`src/sv/bmrc_pkg.sv`:
```
// ============================================================================
// bmrc_pkg: shared types and constants for the bitmap range mark/check block
// Holds map geometry, action codes, CSR indexes, the transaction payloads and
// the control structs that pass between the sequencer, divider and map walker.
// ============================================================================
`timescale 1ns / 1ps
`default_nettype none

package bmrc_pkg;

   // Map geometry
   localparam int MAP_DEPTH_BYTES = 512;
   localparam int ADDR_W  = (MAP_DEPTH_BYTES > 1) ? $clog2(MAP_DEPTH_BYTES) : 1;
   localparam int USED_W  = ADDR_W + 1;   // byte count up to the depth itself
   localparam int BITS_W  = ADDR_W + 4;   // block index up to depth*8 itself
   localparam int COUNT_W = 13;           // width of the bit_count field

   // Divider geometry
   localparam int DIVIDEND_W = 64;
   localparam int DIVISOR_W  = 32;
   localparam int DIV_CNT_W  = $clog2(DIVIDEND_W);

   // Action codes
   localparam logic [2:0] ACT_SET       = 3'd0;
   localparam logic [2:0] ACT_CLEAR     = 3'd1;
   localparam logic [2:0] ACT_CHK_SET   = 3'd2;
   localparam logic [2:0] ACT_CHK_CLEAR = 3'd3;
   localparam logic [2:0] ACT_COUNT     = 3'd4;

   // CSR indexes
   localparam logic [1:0] CSR_BASE_OFFSET = 2'd0;
   localparam logic [1:0] CSR_BLOCK_SIZE  = 2'd1;
   localparam logic [1:0] CSR_MAP_BYTES   = 2'd2;

   // CSR reset values
   localparam logic [63:0] BASE_OFFSET_RST = 64'd0;
   localparam logic [31:0] BLOCK_SIZE_RST  = 32'd4096;
   localparam logic [9:0]  MAP_BYTES_RST   = 10'd512;

   // Set bits per nibble
   localparam logic [2:0] NIBBLE_ONES [16] = '{
      3'd0, 3'd1, 3'd1, 3'd2, 3'd1, 3'd2, 3'd2, 3'd3,
      3'd1, 3'd2, 3'd2, 3'd3, 3'd2, 3'd3, 3'd3, 3'd4
   };

   function automatic logic [3:0] byte_ones(input logic [7:0] b);
      byte_ones = 4'(NIBBLE_ONES[b[3:0]]) + 4'(NIBBLE_ONES[b[7:4]]);
   endfunction

   // Transaction payloads
   typedef struct packed {
      logic [2:0]  action;
      logic [63:0] req_offset;
      logic [31:0] req_length;
   } req_payload_type;

   typedef struct packed {
      logic               status;
      logic               range_matches;
      logic [COUNT_W-1:0] bit_count;
   } rsp_payload_type;

   // Divider control
   typedef struct packed {
      logic                  start;
      logic [DIVIDEND_W-1:0] dividend;
      logic [DIVISOR_W-1:0]  divisor;
   } div_req_type;

   typedef struct packed {
      logic                  busy;
      logic                  done;
      logic [DIVIDEND_W-1:0] quotient;
      logic                  rem_nz;
   } div_sts_type;

   // Map walker control
   typedef struct packed {
      logic              start;
      logic [2:0]        op;
      logic [ADDR_W-1:0] start_byte;
      logic [ADDR_W-1:0] last_byte;
      logic [BITS_W-1:0] start_blk;
      logic [BITS_W-1:0] end_blk;
   } walk_cmd_type;

   typedef struct packed {
      logic               ready;
      logic               done;
      logic               all_hit;
      logic [COUNT_W-1:0] count;
   } walk_sts_type;

endpackage

`default_nettype wire

```
`src/sv/bmrc_divider.sv`:
```
// ============================================================================
// bmrc_divider: iterative unsigned divider
// Restoring division, one quotient bit per cycle, 64-bit dividend by 32-bit
// divisor. Reports the quotient and whether the remainder is nonzero.
// ============================================================================
`timescale 1ns / 1ps
`default_nettype none

module bmrc_divider (
   input  wire logic                 clock,
   input  wire logic                 reset,
   input  wire bmrc_pkg::div_req_type req,
   output bmrc_pkg::div_sts_type     sts
);

   logic                               busy_ff, busy_in;
   logic                               done_ff, done_in;
   logic [bmrc_pkg::DIV_CNT_W-1:0]     cnt_ff, cnt_in;
   logic [bmrc_pkg::DIVIDEND_W-1:0]    quo_ff, quo_in;
   logic [bmrc_pkg::DIVISOR_W-1:0]     rem_ff, rem_in;
   logic [bmrc_pkg::DIVISOR_W-1:0]     dvs_ff, dvs_in;
   logic [bmrc_pkg::DIVISOR_W:0]       trial;
   logic [bmrc_pkg::DIVISOR_W:0]       diff;
   logic                               qbit;

   // One restoring step: shift in the next dividend bit, subtract if it fits
   always_comb begin
      trial = {rem_ff, quo_ff[bmrc_pkg::DIVIDEND_W-1]};
      diff  = trial - {1'b0, dvs_ff};
      qbit  = (trial >= {1'b0, dvs_ff});

      busy_in = busy_ff;
      done_in = 1'b0;
      cnt_in  = cnt_ff;
      quo_in  = quo_ff;
      rem_in  = rem_ff;
      dvs_in  = dvs_ff;

      if (busy_ff) begin
         quo_in = {quo_ff[bmrc_pkg::DIVIDEND_W-2:0], qbit};
         rem_in = qbit ? diff[bmrc_pkg::DIVISOR_W-1:0] : trial[bmrc_pkg::DIVISOR_W-1:0];
         cnt_in = cnt_ff + 1'b1;
         if (cnt_ff == bmrc_pkg::DIV_CNT_W'(bmrc_pkg::DIVIDEND_W - 1)) begin
            busy_in = 1'b0;
            done_in = 1'b1;
         end
      end else if (req.start) begin
         busy_in = 1'b1;
         cnt_in  = '0;
         quo_in  = req.dividend;
         rem_in  = '0;
         dvs_in  = req.divisor;
      end
   end

   // Control registers
   always_ff @(posedge clock) begin
      if (reset) begin
         busy_ff <= 1'b0;
         done_ff <= 1'b0;
         cnt_ff  <= '0;
      end else begin
         busy_ff <= busy_in;
         done_ff <= done_in;
         cnt_ff  <= cnt_in;
      end
   end

   // Datapath registers
   always_ff @(posedge clock) begin
      quo_ff <= quo_in;
      rem_ff <= rem_in;
      dvs_ff <= dvs_in;
   end

   assign sts.busy     = busy_ff;
   assign sts.done     = done_ff;
   assign sts.quotient = quo_ff;
   assign sts.rem_nz   = (rem_ff != '0);

endmodule

`default_nettype wire

```
`config.mk`:
```
export PLATFORM = sky130hd
export DESIGN_NAME = bmrc_divider
export DESIGN_NICKNAME = d
export VERILOG_FILES = /design/src/sv/bmrc_pkg.sv /design/src/sv/bmrc_divider.sv
export SDC_FILE = /design/constraint.sdc
export NUM_CORES = 1
export LEC_CHECK = 0
export ABC_AREA = 1
export BUFFER_PORTS_ARGS = -buffer_cell sky130_fd_sc_hd__buf_2
export CORE_MARGIN = 8
export CORE_UTILIZATION = 56
export DETAILED_ROUTE_END_ITERATION = 7
export PLACE_DENSITY = 0.9
export REMOVE_ABC_BUFFERS = 1
export SLEW_MARGIN = 20
export SYNTH_ARGS = -nofsm -noshare
export SYNTH_HDL_FRONTEND = slang
export SYNTH_SLANG_ARGS = --single-unit
```
`constraint.sdc`:
```
create_clock -name clock -period 3.95 [get_ports clock]
set_input_delay 0.9875 -clock clock [delete_from_list [all_inputs] [get_ports clock]]
set_output_delay 0.9875 -clock clock [all_outputs]
set_load 0.05 [all_outputs]
```
==> Implementation_results.wiki, run 1 <==
{| class="wikitable"
! Metric !! Value
|-
| Cell Area, Synth || roughly 0.0085 sq mm
|-
| Site row count || 45
|-
| CTS tree || done
|-
| Cell count after synthesis || between 1000 and 1500
|-
| Top post-synthesis cells by area || edfxtp_1 45%, nand2_1 21%, inv_1 7.6%
|-
| Share of post-route cells with drive strength above 1 || just under 20%
|-
| Chain of cells forming the critical path || nor4_1 > nand4_1 > nor3_1 > nand4_1 > buf_2
|-
| Main synth FF type || edfxtp_1
|-
| Critical path type || reg -> out
|-
| Global router's overall resource usage || roughly a quarter
|-
| Yosys cell types || 34
|-
| # clock sinks || 136
|-
| Worst setup margin || 0.623 ns
|-
| Signal arrival time at the worst endpoint || between 2 and 2.5 ns
|-
| # placed instances || 1428
|-
| Max Clock Skew || 0.0130 ns
|-
| Initial Util || around 56%
|-
| Cell leakage power || between 5 and 6 nW
|-
| Sum of negative setup slack || 0 ns
|-
| Vias in the first global route || 7785
|-
| Register bit total from synthesis || 136
|-
| I/O Pins || approximately 170
|-
| Mean Syn Cell Area || approximately 7.7 sq um
|-
| EDFF count, synth || 128
|-
| Die Area || about 0.019 sq mm
|-
| Layout Nets || approximately 1400
|-
| Die W || 139 um
|-
| Final non-filler cell area || roughly 0.01 sq mm
|-
| Iteration count of the initial detailed-routing pass || 8
|-
| Register area share after synthesis || between 40% and 50%
|-
| Kind of capture point of the worst setup path || output pin
|-
| Vias per cell || between 5 and 6
|-
| Number of pins exceeding their max-slew limit in the final report || 0
|-
| Critical path required time || a little under 3 ns
|-
| Pin count of the biggest net entering global routing || 66
|-
| Half-perimeter wire length after placement || 17000 um
|-
| WHS Path Cells || 1
|-
| Timing-limited maximum frequency || 301 MHz
|-
| Post-CTS Setup Repair Bufs || 0
|-
| Number of max-cap violations || 0
|-
| Number of standard cells in the final layout excluding fillers || about 1500
|-
| Aggregate routed wire length || 23100 um
|-
| Hold violation count in the final report || 0
|-
| Number of endpoints failing setup at the final stage || 0
|-
| Wire per inst || between 15 and 20 um
|-
| # hold bufs at CTS || 0
|-
| CTS max path bufs || 2
|-
| Core Region || around 0.015 sq mm
|-
| Die Ht || between 100 and 150 um
|-
| Cells resized by post-CTS repair || 0
|-
| Max Fanout on Critical Path || 4
|-
| Synthesis-to-layout area growth || 18.6%
|-
| Post-Place Worst Slack || 1.24 ns
|-
| Cell repeated most along the worst path || nand4_1
|-
| Iteration-0 DRC count of the detailed router || slightly below 800
|-
| Share of Yosys cell area claimed by the top area cell type || roughly 45%
|-
| Final period demand of the worst path || 3.33 ns
|-
| RSZ-0062 raised after global routing || false
|-
| Number of input and output port buffers inserted || between 150 and 200
|-
| Overflow left after global routing || 0
|-
| Total power density per cell area || 504 mW/mm^2
|-
| Top cell type by total area after synthesis || edfxtp_1
|-
| Hold crit path type || reg -> reg
|-
| R2R depth || 13
|-
| Root buffer selected by CTS || clkbuf_16
|-
| Setup crit start kind || flip-flop
|-
| First-pass GRT wire length || 37300 um
|-
| Detailed-route via count || roughly 7700
|-
| Longest individual stage delay on the worst path || 0.47 ns
|-
| Warnings from Yosys || 0
|-
| Final core area utilization || roughly two thirds
|-
| Insertion delay of the later-clocked pin in the worst-skew pair || approximately 0.44 ns
|-
| Slowest cell on the critical path || nor4_1
|-
| CTS Buf Count || 17
|-
| Portion of the clock cycle consumed by the worst path in the final layout || between 80% and 90%
|-
| Placed inst area || ~0.0094 sq mm
|-
| Initial antenna violation count || 0
|-
| Result of the run || complete, no violations
|-
| CTS clk-pin slew, worst paths || roughly 0.07 ns
|-
| H-tree levels || 4
|-
| Max VDD drop || 0.336 mV
|-
| Share of flip-flops with an asynchronous set or reset || 0%
|-
| Worst-Margin Slew || slightly above 0.7 ns
|-
| Final ANT Viol Nets || 0
|-
| Relative slew margins || between 50% and 60%
|-
| Final estimated routing congestion in global placement || approximately 0.94
|-
| Final routed DRC violation total || 0
|}
power by group:
group	switching [mW]	internal, mW	total, mW
registers	0.114	1.77	1.89
clock network	0.713	0.957	1.67
logic	1.06	0.433	1.49
total	1.89	3.16	5.05
layout by cell type, fill, tap and decap left out, types with 10 or more instances in the layout:
master and instances:
a21oi_1 21, buf_2 165, clkbuf_16 17, edfxtp_1 128, ha_1 33, inv_1 169
inv_2 10, nand2_1 480, nand3_1 51, nand3_2 12, nand4_1 36, nor2_1 52
xor2_1 13
Yosys cell counts (2+ instances only):
| library cell | instances |
|---|---|
| nand3_2 | 12 |
| nand3b_1 | 3 |
| nand4_1 | 36 |
| xor2_1 | 13 |
| inv_1 | 171 |
| nor2_1 | 52 |
| a22oi_1 | 2 |
| buf_2 | 11 |
| nor4_1 | 8 |
| nand2_2 | 9 |
| and2_1 | 3 |
| clkbuf_1 | 14 |
| edfxtp_1 | 128 |
| nand2_1 | 480 |
| o21bai_1 | 2 |
| o21ai_0 | 2 |
| nand2_4 | 3 |
| nor2_2 | 8 |
| a21oi_1 | 21 |
| ha_1 | 33 |
| buf_4 | 2 |
| inv_2 | 9 |
| dfxtp_1 | 8 |
| nand3_1 | 51 |
| nor3_1 | 8 |
| buf_1 | 4 |
final cells by class:
cell class | instances | area, sq um
inverters | 181 | 681
repair buffers | 172 | 891
diodes | 1 | 2.50
multi-input cells | 751 | 3600
clock buffers | 17 | 425
flip-flops and latches | 136 | 4010
clock inverters | 15 | 181
fillers | 1187 | 4950
well taps | 188 | 235
stage by stage:
| stage | power [mW] | hold WS (ns) |
|---|---|---|
| floorplan | 2.99 | 0.452 |
| global placement | 3.35 | 0.470 |
| detailed placement | 3.38 | 0.478 |
| CTS | 5.05 | 0.508 |
| global route | 5.28 | 0.538 |
| finish | 5.05 | 0.511 |
per-layer routing:
layer  up-vias  wire (um)  track usage (%)
met4         0        605             10.6
met1      3480       9050             26.8
met2       387      11100             40.7
met3        48       2310             8.30
met5         -          0                0
li1       3800          -                -
cell families after synthesis:
logic type | share of synthesized area (%)
xor gates and xnor gates | 1.45
and+or+nand+nor | 34.3
buffers and inverters | 10.0
DFF | 47.4
AOI/OAI and AO/OA | 1.72
adders and majority gates | 5.12
flip-flops by register name, summed over array words and instances (netlist names):
signal   count
quo_ff      64
dvs_ff      32
rem_ff      32
cnt_ff       6
busy_ff      1
done_ff      1
worst paths after layout:
check	startpoint	to	slack [ns]
max	rem_ff[0]$_SDFFCE_PN0P_	sts[0]	0.62
min	cnt_ff[5]$_SDFFE_PP0P_	cnt_ff[5]$_SDFFE_PP0P_	0.51
max reg2reg	rem_ff[5]$_SDFFCE_PN0P_	rem_ff[25]$_SDFFCE_PN0P_	1.19
min reg2reg	cnt_ff[5]$_SDFFE_PP0P_	cnt_ff[5]$_SDFFE_PP0P_	0.51
worst max-delay path: cells and delay by family (launching register included):
family	cells	cell delay [ns]
buffers and inverters	1	0.26
flip-flops	1	0.45
AND/OR/NAND/NOR	4	1.19
Power figures use the tool's default switching activity.
==> inputs of run 2 (changes only) <==
--- a/config.mk
+++ b/config.mk
@@ -5,12 +5,12 @@
 export SDC_FILE = /design/constraint.sdc
 export NUM_CORES = 1
 export LEC_CHECK = 0
-export ABC_AREA = 1
+export ABC_AREA = 0
 export BUFFER_PORTS_ARGS = -buffer_cell sky130_fd_sc_hd__buf_2
 export CORE_MARGIN = 8
-export CORE_UTILIZATION = 56
+export CORE_UTILIZATION = 49
 export DETAILED_ROUTE_END_ITERATION = 7
-export PLACE_DENSITY = 0.9
+export PLACE_DENSITY = 0.85
 export REMOVE_ABC_BUFFERS = 1
 export SLEW_MARGIN = 20
 export SYNTH_ARGS = -nofsm -noshare
==> constraint.sdc (replaced) <==
create_clock -name clock -period 3 [get_ports clock]
set_input_delay 0.75 -clock clock [delete_from_list [all_inputs] [get_ports clock]]
set_output_delay 0.75 -clock clock [all_outputs]
set_load 0.05 [all_outputs]
==> Implementation_results.wiki, run 2 <==
{| class="wikitable"
! Metric !! Value
|-
| Result of the run || complete, no violations
|-
| CTS Buf Count || 17 (unchanged)
|-
| Yosys cell types || 58 (+71%)
|-
| Die W || 138 um (-0.42%)
|-
| Number of max-cap violations || 0 (unchanged)
|-
| Register bit total from synthesis || 136 (unchanged)
|-
| Iteration-0 DRC count of the detailed router || 315 (-60%)
|-
| Register Area || 0.00401 sq mm (unchanged)
|-
| Warnings from Yosys || 0 (unchanged)
|-
| Top cell types by occurrence after synthesis || 128 x edfxtp_1, 63 x mux2_2, 47 x nand2_1
|-
| Hold crit path type || reg -> reg
|-
| Share of total power in the clock network || 32.6% (-0.5 points)
|-
| Layout Nets || 912 (-34%)
|-
| Share of flip-flops with an asynchronous set or reset || 0% (unchanged)
|-
| Area fraction in compound gates after synthesis || 11.6% (+9.9 points)
|-
| # hold bufs at CTS || 0 (unchanged)
|-
| Synthesis-to-layout area growth || 23.3%
|-
| Main synth FF type || edfxtp_1
|-
| Number of endpoints failing setup at the final stage || 0 (unchanged)
|-
| Initial antenna violation count || 1 (+1)
|-
| Net Sw Power || 2.10 mW (+11%)
|-
| Max VDD drop || 0.520 mV (+55%)
|-
| Share of Yosys cell area claimed by the top area cell type || 52.5% (+7.0 points)
|-
| Worst setup margin || 0.151 ns (-0.472 ns)
|-
| Number of standard cells in the final layout excluding fillers || 977 (-33%)
|-
| Reg2Reg Capture Point || rem_ff[12]$_SDFFCE_PN0P_
|-
| Initial Util || 50.2% (-6.2 points)
|-
| Iteration count of the initial detailed-routing pass || 5 (-3)
|-
| # clock sinks || 136 (unchanged)
|-
| Leading cell type in the layout, fill and taps excluded || buf_2
|-
| Max Fanout on Critical Path || 3 (-1)
|-
| Power Internal || 4.36 mW (+38%)
|-
| Total power density per cell area || 714 mW/mm^2 (+42%)
|-
| Vias per cell || 5.55 (+5.1%)
|-
| Wire per inst || 18.6 um (+18%)
|-
| I/O Pins || 166 (unchanged)
|-
| Root buffer selected by CTS || clkbuf_16
|-
| Placed inst area || 0.00837 sq mm (-11%)
|-
| Number of input and output port buffers inserted || 165 (unchanged)
|-
| Final non-filler cell area || 0.00904 sq mm (-9.9%)
|-
| CTS max path bufs || 2 (unchanged)
|-
| Register area share after synthesis || 54.6% (+7.3 points)
|-
| Final routed DRC violation total || 0 (unchanged)
|-
| Cell Area, Synth || 0.00733 sq mm (-13%)
|-
| Worst hold-check slack || 0.504 ns (-0.00743 ns)
|-
| Mux cell area share after synthesis || 11.2% (+11 points)
|-
| Aggregate routed wire length || 18200 um (-21%)
|-
| Main combinational cell family by area after synthesis || compound AO/OA/AOI/OAI gates
|-
| Setup slack of the worst register-to-register path || 0.16 ns (-1.03 ns)
|-
| Top cell type by total area after synthesis || edfxtp_1
|-
| Top post-synthesis cells by area || edfxtp_1 52%, mux2_2 9.7%, ha_1 5.6%
|-
| Proportion of total power due to net switching || 32.5% (-4.9 points)
|-
| Final period demand of the worst path || roughly 2.8 ns
|-
| CTS tree || done
|-
| # placed instances || 942 (-34%)
|-
| Number of pins exceeding their max-slew limit in the final report || 0 (unchanged)
|-
| Overflow left after global routing || 0 (unchanged)
|-
| Vias in the first global route || 5634 (-28%)
|-
| Timing-limited maximum frequency || about 350 MHz
|-
| Sequential cell fraction of total power || 38.4% (+1.0 points)
|-
| Pin count of the biggest net entering global routing || 88 (+33%)
|-
| Cell leakage power || 3.86 nW (-28%)
|-
| Kind of capture point of the worst setup path || output pin
|-
| Max Clock Skew || 0.0111 ns (-0.00186 ns)
|-
| Adder and majority cell fraction of the synthesized area || 5.91% (+0.79 points)
|-
| Final estimated routing congestion in global placement || 0.903 (-3.5%)
|-
| XOR/XNOR share of the synthesized area || 3.23% (+1.8 points)
|-
| Critical path type || reg -> out
|-
| Critical path required time || 2.25 ns (-0.71 ns)
|-
| Fill count || 1127 (-5.1%)
|-
| Worst-Margin Slew || 0.586 ns (-0.129 ns)
|-
| Detailed-route via count || 5421 (-30%)
|-
| Total area of multi-input combinational cells || 0.00309 sq mm (-14%)
|-
| Most frequent cells in the layout || 165 x buf_2, 128 x edfxtp_1, 63 x mux2_2
|-
| Share of post-route cells with drive strength above 1 || 37.2% (+18 points)
|-
| Die Area || 0.0191 sq mm (-0.84%)
|-
| Setup crit start kind || flip-flop
|-
| Mean Syn Cell Area || 12.1 sq um (+58%)
|-
| First-pass GRT wire length || 28700 um (-23%)
|-
| Flip-flop count of the largest register after layout || 64 (unchanged)
|-
| Final ANT Viol Nets || 0 (unchanged)
|-
| Portion of the clock cycle consumed by the worst path in the final layout || a little over nine tenths
|-
| Core Region || 0.0146 sq mm (-2.6%)
|-
| Simple-gate share of the synthesized area || 9.58% (-25 points)
|-
| Cell count after synthesis || 604 (-45%)
|-
| R2R depth || 10 (-3)
|-
| WHS Path Cells || 2 (+1)
|-
| Signal arrival time at the worst endpoint || 2.10 ns (-0.24 ns)
|-
| Die Ht || 138 um (-0.42%)
|-
| EDFF count, synth || 128 (unchanged)
|-
| Site row count || 44 (-2.2%)
|-
| Post-Place Worst Slack || 0.00164 ns (-1.23 ns)
|-
| Biggest register || quo_ff
|-
| Cell with the most instances after synthesis || edfxtp_1
|-
| Power consumption || 6.45 mW (+28%)
|-
| Insertion delay of the later-clocked pin in the worst-skew pair || 0.42 ns (-0.02 ns)
|-
| Startpoint of the most critical hold path || cnt_ff[5]$_SDFFE_PP0P_
|-
| Half-perimeter wire length after placement || 13600 um (-20%)
|-
| R2r startpoint || rem_ff[10]$_SDFFCE_PN0P_
|-
| Largest registers || quo_ff x64, dvs_ff x32, rem_ff x32
|-
| CTS clk-pin slew, worst paths || 0.06 ns (about the same)
|-
| Hold violation count in the final report || 0 (unchanged)
|-
| H-tree levels || 4 (unchanged)
|-
| Relative slew margins || 60.9% (+8.7 points)
|-
| Terminating pin of the worst hold path || done_ff$_SDFF_PP0_
|-
| Global router's overall resource usage || 18.7% (-5.2 points)
|-
| Fraction of power consumed by combinational cells || 29.0% (-0.6 points)
|}
-- run 2: worst max path at each step --
stage / slack [ns] / startpoint / end
2_1_floorplan: -1.98 / busy_ff$_SDFF_PP0_ / cnt_ff[2]$_SDFFE_PP0P_
3_3_place_gp: 0.05 / quo_ff[63]$_DFFE_PP_ / rem_ff[26]$_SDFFCE_PN0P_
3_5_place_dp: 0.002 / quo_ff[63]$_DFFE_PP_ / rem_ff[24]$_SDFFCE_PN0P_
4_1_cts: 0.02 / quo_ff[63]$_DFFE_PP_ / rem_ff[26]$_SDFFCE_PN0P_
5_1_grt: -0.007 / rem_ff[7]$_SDFFCE_PN0P_ / rem_ff[12]$_SDFFCE_PN0P_
6_report: 0.15 / rem_ff[24]$_SDFFCE_PN0P_ / sts[0]
-- run 2: power by group through the flow --
stage               clock network [mW]  logic (mW)  registers [mW]
finish                            2.10        1.87            2.48
detailed placement                   0        1.82            2.51
global placement                     0        1.79            2.51
global route                      2.23        2.03            2.50
CTS                               2.15        1.84            2.48
floorplan                            0        1.02            2.82
-- run 2: critical path: stages, from the launching register on --
cell,delay [ns]
edfxtp_1,0.46
nor4_1,0.44
nand4_1,0.25
or2_2,0.33
buf_2,0.21
-- run 2: layout make-up --
type,count,area share [%]
inverter,41,1.72
antenna,1,0.0277
sequential,136,44.3
tap,184,2.55
timing repair buffer,178,10.5
clock buffer,20,5.18
multi-input combinational,405,34.2
clock inverter,12,1.51
-- run 2: kinds of logic after synthesis --
kind of cell    Yosys count
simple gates            145
flops                   136
compound gates          125
mux                      74
buf+inv                  63
fa+ha+maj                34
xor+xnor                 27
-- run 2: timing repair --
action                                  4_1_cts  5_1_grt
setup buffers                                 0        2
gates resized for setup                       1       11
pin swaps                                     0        6
endpoints found under the setup margin        2       33
-- run 2: routing by layer --
| metal | wire length, um | GRT usage (%) |
|---|---|---|
| met1 | 7250 | 20.6 |
| met2 | 8730 | 30.7 |
| met3 | 1850 | 9.52 |
| met4 | 335 | 6.41 |
| met5 | 13 | 0 |
-- run 2: stage by stage --
step	setup TNS [ns]	util [%]
after floorplan	-279.44	-
after global placement	0	57.3
after detailed placement	0	57.3
after CTS	0	61.5
after global routing	-0.0114	61.9
final	0	61.9
